<file path="config.mk">
export PLATFORM = sky130hd
export DESIGN_NAME = fbct_cell
export DESIGN_NICKNAME = d
export VERILOG_FILES = /design/src/hdl/fbct_pkg.sv /design/src/hdl/fbct_cell.sv
export SDC_FILE = /design/constraint.sdc
export NUM_CORES = 2
export LEC_CHECK = 0
export BUFFER_PORTS_ARGS = -buffer_cell sky130_fd_sc_hd__buf_2
export CORE_UTILIZATION = 50
export DETAILED_ROUTE_END_ITERATION = 16
export PLACE_DENSITY = 0.67
export SLEW_MARGIN = 20
export SYNTH_ARGS = -nofsm -noshare
export SYNTH_HDL_FRONTEND = slang
export SYNTH_SLANG_ARGS = --single-unit
</file>
<file path="constraint.sdc">
create_clock -name clk -period 16.4 [get_ports clk]
set_input_delay 3.28 -clock clk [delete_from_list [all_inputs] [get_ports clk]]
set_output_delay 3.28 -clock clk [all_outputs]
set_load 0.02 [all_outputs]
</file>
<file path="src/hdl/fbct_pkg.sv">
package fbct_pkg;

  localparam int NUM_PLANES = 6;
  localparam int COORD_W    = 16;
  localparam int NORM_W     = 14;
  localparam int OFFS_W     = 20;
  localparam int FRAC_SHIFT = 12;
  localparam int PLANE_W    = 3 * NORM_W + OFFS_W;
  localparam int CFG_IDX_W  = 3;
  localparam int PROD_W     = NORM_W + COORD_W;
  localparam int OFF_W      = OFFS_W + FRAC_SHIFT;
  localparam int DIST_W     = OFF_W + 3;

  // One plane as it sits in its register; nx occupies the low bits.
  typedef struct packed {
    logic signed [OFFS_W-1:0] d;
    logic signed [NORM_W-1:0] nz;
    logic signed [NORM_W-1:0] ny;
    logic signed [NORM_W-1:0] nx;
  } plane_t;

  typedef struct packed {
    logic signed [COORD_W-1:0] max_z;
    logic signed [COORD_W-1:0] max_y;
    logic signed [COORD_W-1:0] max_x;
    logic signed [COORD_W-1:0] min_z;
    logic signed [COORD_W-1:0] min_y;
    logic signed [COORD_W-1:0] min_x;
  } box_t;

  // What one cell hands to the next.
  typedef struct packed {
    logic valid;
    logic visible;
    box_t box;
  } pipe_t;

endpackage

</file>
<file path="src/hdl/fbct_cell.sv">
module fbct_cell
  import fbct_pkg::*;
(
  input  logic               clk,
  input  logic               rst_n,
  input  logic               plane_we,
  input  logic [PLANE_W-1:0] plane_data,
  input  pipe_t              pipe_i,
  output pipe_t              pipe_o
);

  plane_t plane_r;

  // Stage A: the six axis products, both ends of the box on each axis.
  logic                     a_valid_r;
  logic                     a_vis_r;
  box_t                     a_box_r;
  logic signed [PROD_W-1:0] px_lo_r, px_hi_r, py_lo_r, py_hi_r, pz_lo_r, pz_hi_r;

  // Stage B: distance of the farthest corner along the normal.
  logic                     b_valid_r;
  logic                     b_vis_r;
  box_t                     b_box_r;

  logic signed [PROD_W-1:0] mx, my, mz;
  logic signed [OFF_W-1:0]  off;
  logic signed [DIST_W-1:0] dist_sum;
  logic                     in_front;

  always_ff @(posedge clk) begin
    if (!rst_n) begin
      plane_r <= '0;
    end else if (plane_we) begin
      plane_r <= plane_t'(plane_data);
    end
  end

  always_ff @(posedge clk) begin
    if (!rst_n) begin
      a_valid_r <= 1'b0;
      b_valid_r <= 1'b0;
    end else begin
      a_valid_r <= pipe_i.valid;
      b_valid_r <= a_valid_r;
    end
  end

  always_ff @(posedge clk) begin
    a_vis_r <= pipe_i.visible;
    a_box_r <= pipe_i.box;
    px_lo_r <= PROD_W'(plane_r.nx) * PROD_W'(pipe_i.box.min_x);
    px_hi_r <= PROD_W'(plane_r.nx) * PROD_W'(pipe_i.box.max_x);
    py_lo_r <= PROD_W'(plane_r.ny) * PROD_W'(pipe_i.box.min_y);
    py_hi_r <= PROD_W'(plane_r.ny) * PROD_W'(pipe_i.box.max_y);
    pz_lo_r <= PROD_W'(plane_r.nz) * PROD_W'(pipe_i.box.min_z);
    pz_hi_r <= PROD_W'(plane_r.nz) * PROD_W'(pipe_i.box.max_z);
    b_vis_r <= a_vis_r & in_front;
    b_box_r <= a_box_r;
  end

  // The distance is separable per axis, so some corner lies strictly inside
  // exactly when the sum of the per-axis maxima does. Taking the larger
  // product keeps this exact even when a minimum exceeds its maximum.
  always_comb begin
    mx       = (px_hi_r > px_lo_r) ? px_hi_r : px_lo_r;
    my       = (py_hi_r > py_lo_r) ? py_hi_r : py_lo_r;
    mz       = (pz_hi_r > pz_lo_r) ? pz_hi_r : pz_lo_r;
    off      = {plane_r.d, {FRAC_SHIFT{1'b0}}};
    dist_sum = DIST_W'(mx) + DIST_W'(my) + DIST_W'(mz) + DIST_W'(off);
    in_front = (dist_sum > 0);
  end

  assign pipe_o.valid   = b_valid_r;
  assign pipe_o.visible = b_vis_r;
  assign pipe_o.box     = b_box_r;

endmodule

</file>
* Word level (Yosys, flattened, before mapping)
Index checks and enable logic that the tools add are counted.
** Cells by class
- Bitwise gates (word level) :: 1
- Multipliers :: 6
- Order comparisons :: 4
- Add/sub/neg operators :: 3
- Muxes and demuxes :: 3
** Operators with widths (number)
- $mul 14x16->30 :: 6
- $gt 30x30->1 :: 3
- $mux 30 :: 3
- $add 32x32->33 :: 1
- $gt 33x1->1 const B :: 1
- $add 31x30->32 :: 1
- $add 30x30->31 :: 1
- $and 1x1->1 :: 1
** Storage, ports and cells
- Input port bits :: 163
- Register bits after elaboration :: 438
- Logic and storage cells :: 43

* Depth between registers and ports, before layout
- Depth in word-level cells :: 7
- Depth in mapped cells :: 28
- Mapped depth without buffers :: 27

* Least setup slack after synthesis
OpenSTA, ideal clock, no wires.
- Kind :: in2reg
- From :: input pipe_i[9] in the netlist's numbering
- To :: register px_lo_r[26]
- Setup slack :: 7.058 ns
- Arrival :: 9.277 ns
- Buffers on the path :: 1
- Required time :: 16.335 ns
- Stages on the path :: 22
- Cell sequence :: clkbuf_1 nand2_1 fa_1 inv_1 fa_1 inv_1 fa_1 inv_1 fa_1 fa_1 fa_1 ha_1 or3_1 or3_1 nor3b_2 nor4_1 o31ai_2 a31oi_1 a221o_1 a21o_1 or4b_1 nand4b_1
** Between the ends
- Word-level cells in the longest chain between the ends :: 1
** Ends and longest elaborated chain
- start, declared :: line fbct_cell.sv:8 : input pipe_t pipe_i,
- $mul 14x16->30 :: line fbct_cell.sv:51 : px_lo_r <= PROD_W'(plane_r.nx) * PROD_W'(pipe_i.box.min_x);
- end signal, assigned :: line fbct_cell.sv:51
- end, declared :: line fbct_cell.sv:18 : logic signed [PROD_W-1:0] px_lo_r, px_hi_r, py_lo_r, py_hi_r, pz_lo_r, pz_hi_r;
Every way passes these cells.
A chain may end at the register's enable or synchronous reset.

* Worst setup path after layout
- From :: input pipe_i[40] in the netlist's numbering
- To :: register pz_lo_r[29]
** Between the ends
- Word-level cells in the longest chain between the ends :: 1
** Ends and longest elaborated chain
- $mul 14x16->30 :: line fbct_cell.sv:55 : pz_lo_r <= PROD_W'(plane_r.nz) * PROD_W'(pipe_i.box.min_z);
- end signal, assigned :: line fbct_cell.sv:55
- end, declared :: line fbct_cell.sv:18
Every way passes these cells.

==> out/metrics.yaml <==
finish:
  layout_commonest_cell: "inv_1"
  fillers: 11696
  final_cell_mix: "inv_1, fa_1, nand2_1"
  drive_gt1_share_pct: 6.03
  area.growth.synth_to_final_pct: 7.31
  final_cells: 8627
  final_nets: 8924
placed_design:
  portBuffers: 260
  post-place-cells: 8525
  place.gp.congestion: 0.893
  dp_hpwl_um: 125000
drt:
  wirelength_um: 153000
  via_per_inst: 5.21
  route.detailed.drc: 0
  antenna_left: 0
  wl_per_cell_um: 17.7
  vias: 44907
  first_iter_violations: 2178
  firstDrtPassIters: 5
sta:
  finalHoldViolCount: 0
  clock.fmax_ghz: 0.109
  rsz0062_at_grt: "no"
  max-slew-margin-rel_pct: 34.8
  slew_viol_final: 0
  final.setup.tns_ps: 0
  clock_skew_ps: 13.3
  setup_viol: 0
  fin_crit_sh_pct: 55.8
  worst_slew_pin_slew_ps: 978
  min_period_ps: 9150
floorplanning:
  start_util_pct: 50.4
  design.core.area_um2: 129000
  die_h_um: 363
  io_pins: 261
  rows: 132
  die_w_um: 363
  dieArea_um2: 132000
worst_setup_path:
  max_stage_delay_ps: 560
  arrival_ps: 9750
  crit_path_frequent_cell: "fa_1"
  cp-end-kind: "flop"
  required_ps: 17000
  path_class: "input port to flop"
  critical_path.cell_chain: "buf_2 -> nand2_1 -> fa_1 -> inv_1 -> fa_1 -> inv_1 -> fa_1 -> inv_1 -> fa_1 -> fa_1 -> fa_1 -> ha_1 -> a21o_1 -> a221oi_1 -> nand3_1 -> a221oi_1 -> a21oi_1 -> a211oi_1 -> nor3_1 -> a2111o_1 -> a21oi_1 -> xnor2_1"
  cp_max_fo: 15
  cp-start-kind: "input port"
  crit_slowest_cell: "fa_1"
synth:
  ys_types: 69
  synth_area_leaders: "fa_1, dfxtp_1, ha_1"
  yosys.area.top_type: "fa_1"
  synth_compound_area_share_pct: 4.99
  synth-async-reset-ratio_pct: 0
  yosysSeqAreaShare_pct: 13.4
  synth_edf_count: 0
  syn_avg_cell_area_um2: 9.70
  synth_top_family_by_area: "adder cells"
  syn_area_um2: 65300
  synth_mux_area_share_pct: 2.58
  synthFlopType: "dfxtp_1"
  synth_xor_xnor_area_share_pct: 2.88
  synth_nets: 8816
  yosys_warnings: 0
  synthSimpleGateAreaFrac_pct: 14.1
  synth_seq_cells: 438
  synthCells: 6731
  synth_fa_ha_area_share_pct: 52.5
  synth_top_cell_area_share_pct: 41.8
grt:
  first_global_vias: 48849
  grt_pass1_wl_um: 256000
  overflow: 0
  grt_usage_pct: 24.4
  antenna_found_initial: 15
  grt_max_degree: 65
clocking:
  cts.sinks: 438
  cts_resized: 0
  h-tree-depth: 2
  clockBufferDepth: 3
  clk_latency_ps: 680
  cts.root.buffer_cell: "clkbuf_16"
  clkTransAtPathRegs_ps: 60
  cts_tree: "done"
  ctsHoldBuffers: 0
  cts_setup_buffers: 0
  numCtsBuffers: 54
run:
  maxCapViolCount: 0
power:
  power.total_mw: 13.9
  power.density_nw_per_um2: 199
  p_leak_nw: 33.6
  ir_drop_mv: 0.416
outcome:
  status: "completed"
worst_hold_path:
  hp-class: "flop to flop"
==> critical path, delay by kind of cell <==
kind / cells / cell delay, ps
AOI/OAI and AO/OA: 7 / 2180
adders and majority gates: 7 / 3310
buffers and inverters: 4 / 400
xor gates and xnor gates: 1 / 140
and+or+nand+nor: 3 / 420
==> final cells by class <==
cell class | instances | area, um^2 | share of cell area [%]
multi-input combinational | 4639 | 50400 | 71.8
timing repair buffer | 306 | 1650 | 2.35
inverter | 1400 | 5260 | 7.50
sequential | 438 | 8770 | 12.5
clock buffer | 65 | 1450 | 2.07
antenna | 4 | 10.0 | 0.0143
tap | 1742 | 2180 | 3.11
clock inverter | 33 | 417 | 0.594
==> routing by layer <==
layer	vias to the layer above	track usage, %	routed length (um)
li1	20532	-	-
met1	23066	32.8	65800
met2	1067	41.7	75000
met3	234	3.03	7690
met4	8	6.53	3980
met5	-	0	46
==> power breakdown <==
group | internal, mW | switching (mW) | total, mW
Sequential | 1.36 | 0.202 | 1.56
Clock | 0.747 | 0.540 | 1.29
Combinational | 4.67 | 6.43 | 11.1
Total | 6.77 | 7.18 | 13.9
==> sequential cells by signal, summed over array words and instances, names as in the netlist, 20 cells and up <==
name and flops:
a_box_r 96, off 20, pipe_o 96, plane_r 42
px_hi_r 30, px_lo_r 30, py_hi_r 30, py_lo_r 30
pz_hi_r 30, pz_lo_r 30
==> cells in the mapped netlist (all sizes together), types with 6 or more instances <==
cell type and instances:
a2111oi 11, a211o 9, a211oi 18, a21o 81
a21oi 157, a221oi 6, a31oi 13, and2 567
and3 18, buf 11, clkbuf 243, dfxtp 438
fa 1365, ha 557, inv 1400, mux2 85
mux2i 73, nand2 787, nand2b 107, nand3 48
nand4 29, nor2 109, nor2b 88, nor3 38
nor4 10, o211ai 9, o21a 28, o21ai 92
o21bai 21, o31a 6, o31ai 8, or3 16
xnor2 165, xor2 50
==> cell families (layout without fill, tap and decap cells) <==
kind of cell / after synthesis / count (layout)
DFF: 438 / 438
buffers and inverters: 1654 / 1804
and+or+nand+nor: 1840 / 1840
other: 0 / 4
adders and majority gates: 1922 / 1922
AOI/OAI and AO/OA: 504 / 504
muxes: 158 / 158
xor gates and xnor gates: 215 / 215
==> final timing paths <==
check	start	depth (start not counted)	to	slack, ps
setup / recovery	pipe_i[40]	22	pz_lo_r[29]$_DFF_P_	7250
hold / removal	a_box_r[23]$_DFF_P_	0	pipe_o[23]$_DFF_P_	320
setup reg to reg	py_lo_r[1]$_DFF_P_	27	b_vis_r$_DFF_P_	8570
hold reg to reg	a_box_r[23]$_DFF_P_	0	pipe_o[23]$_DFF_P_	320
==> stage by stage <==
step	area, um^2	util [%]	setup WS, ps	hold WS (ps)
floorplan	65300	-	7060	310
global placement	68200	52.7	6610	310
detailed placement	68200	52.7	6540	312
CTS	70100	54.1	7280	321
global route	70100	54.1	6870	327
finish	70100	54.1	7250	319
No activity file was read; power rests on OpenSTA's default activity.
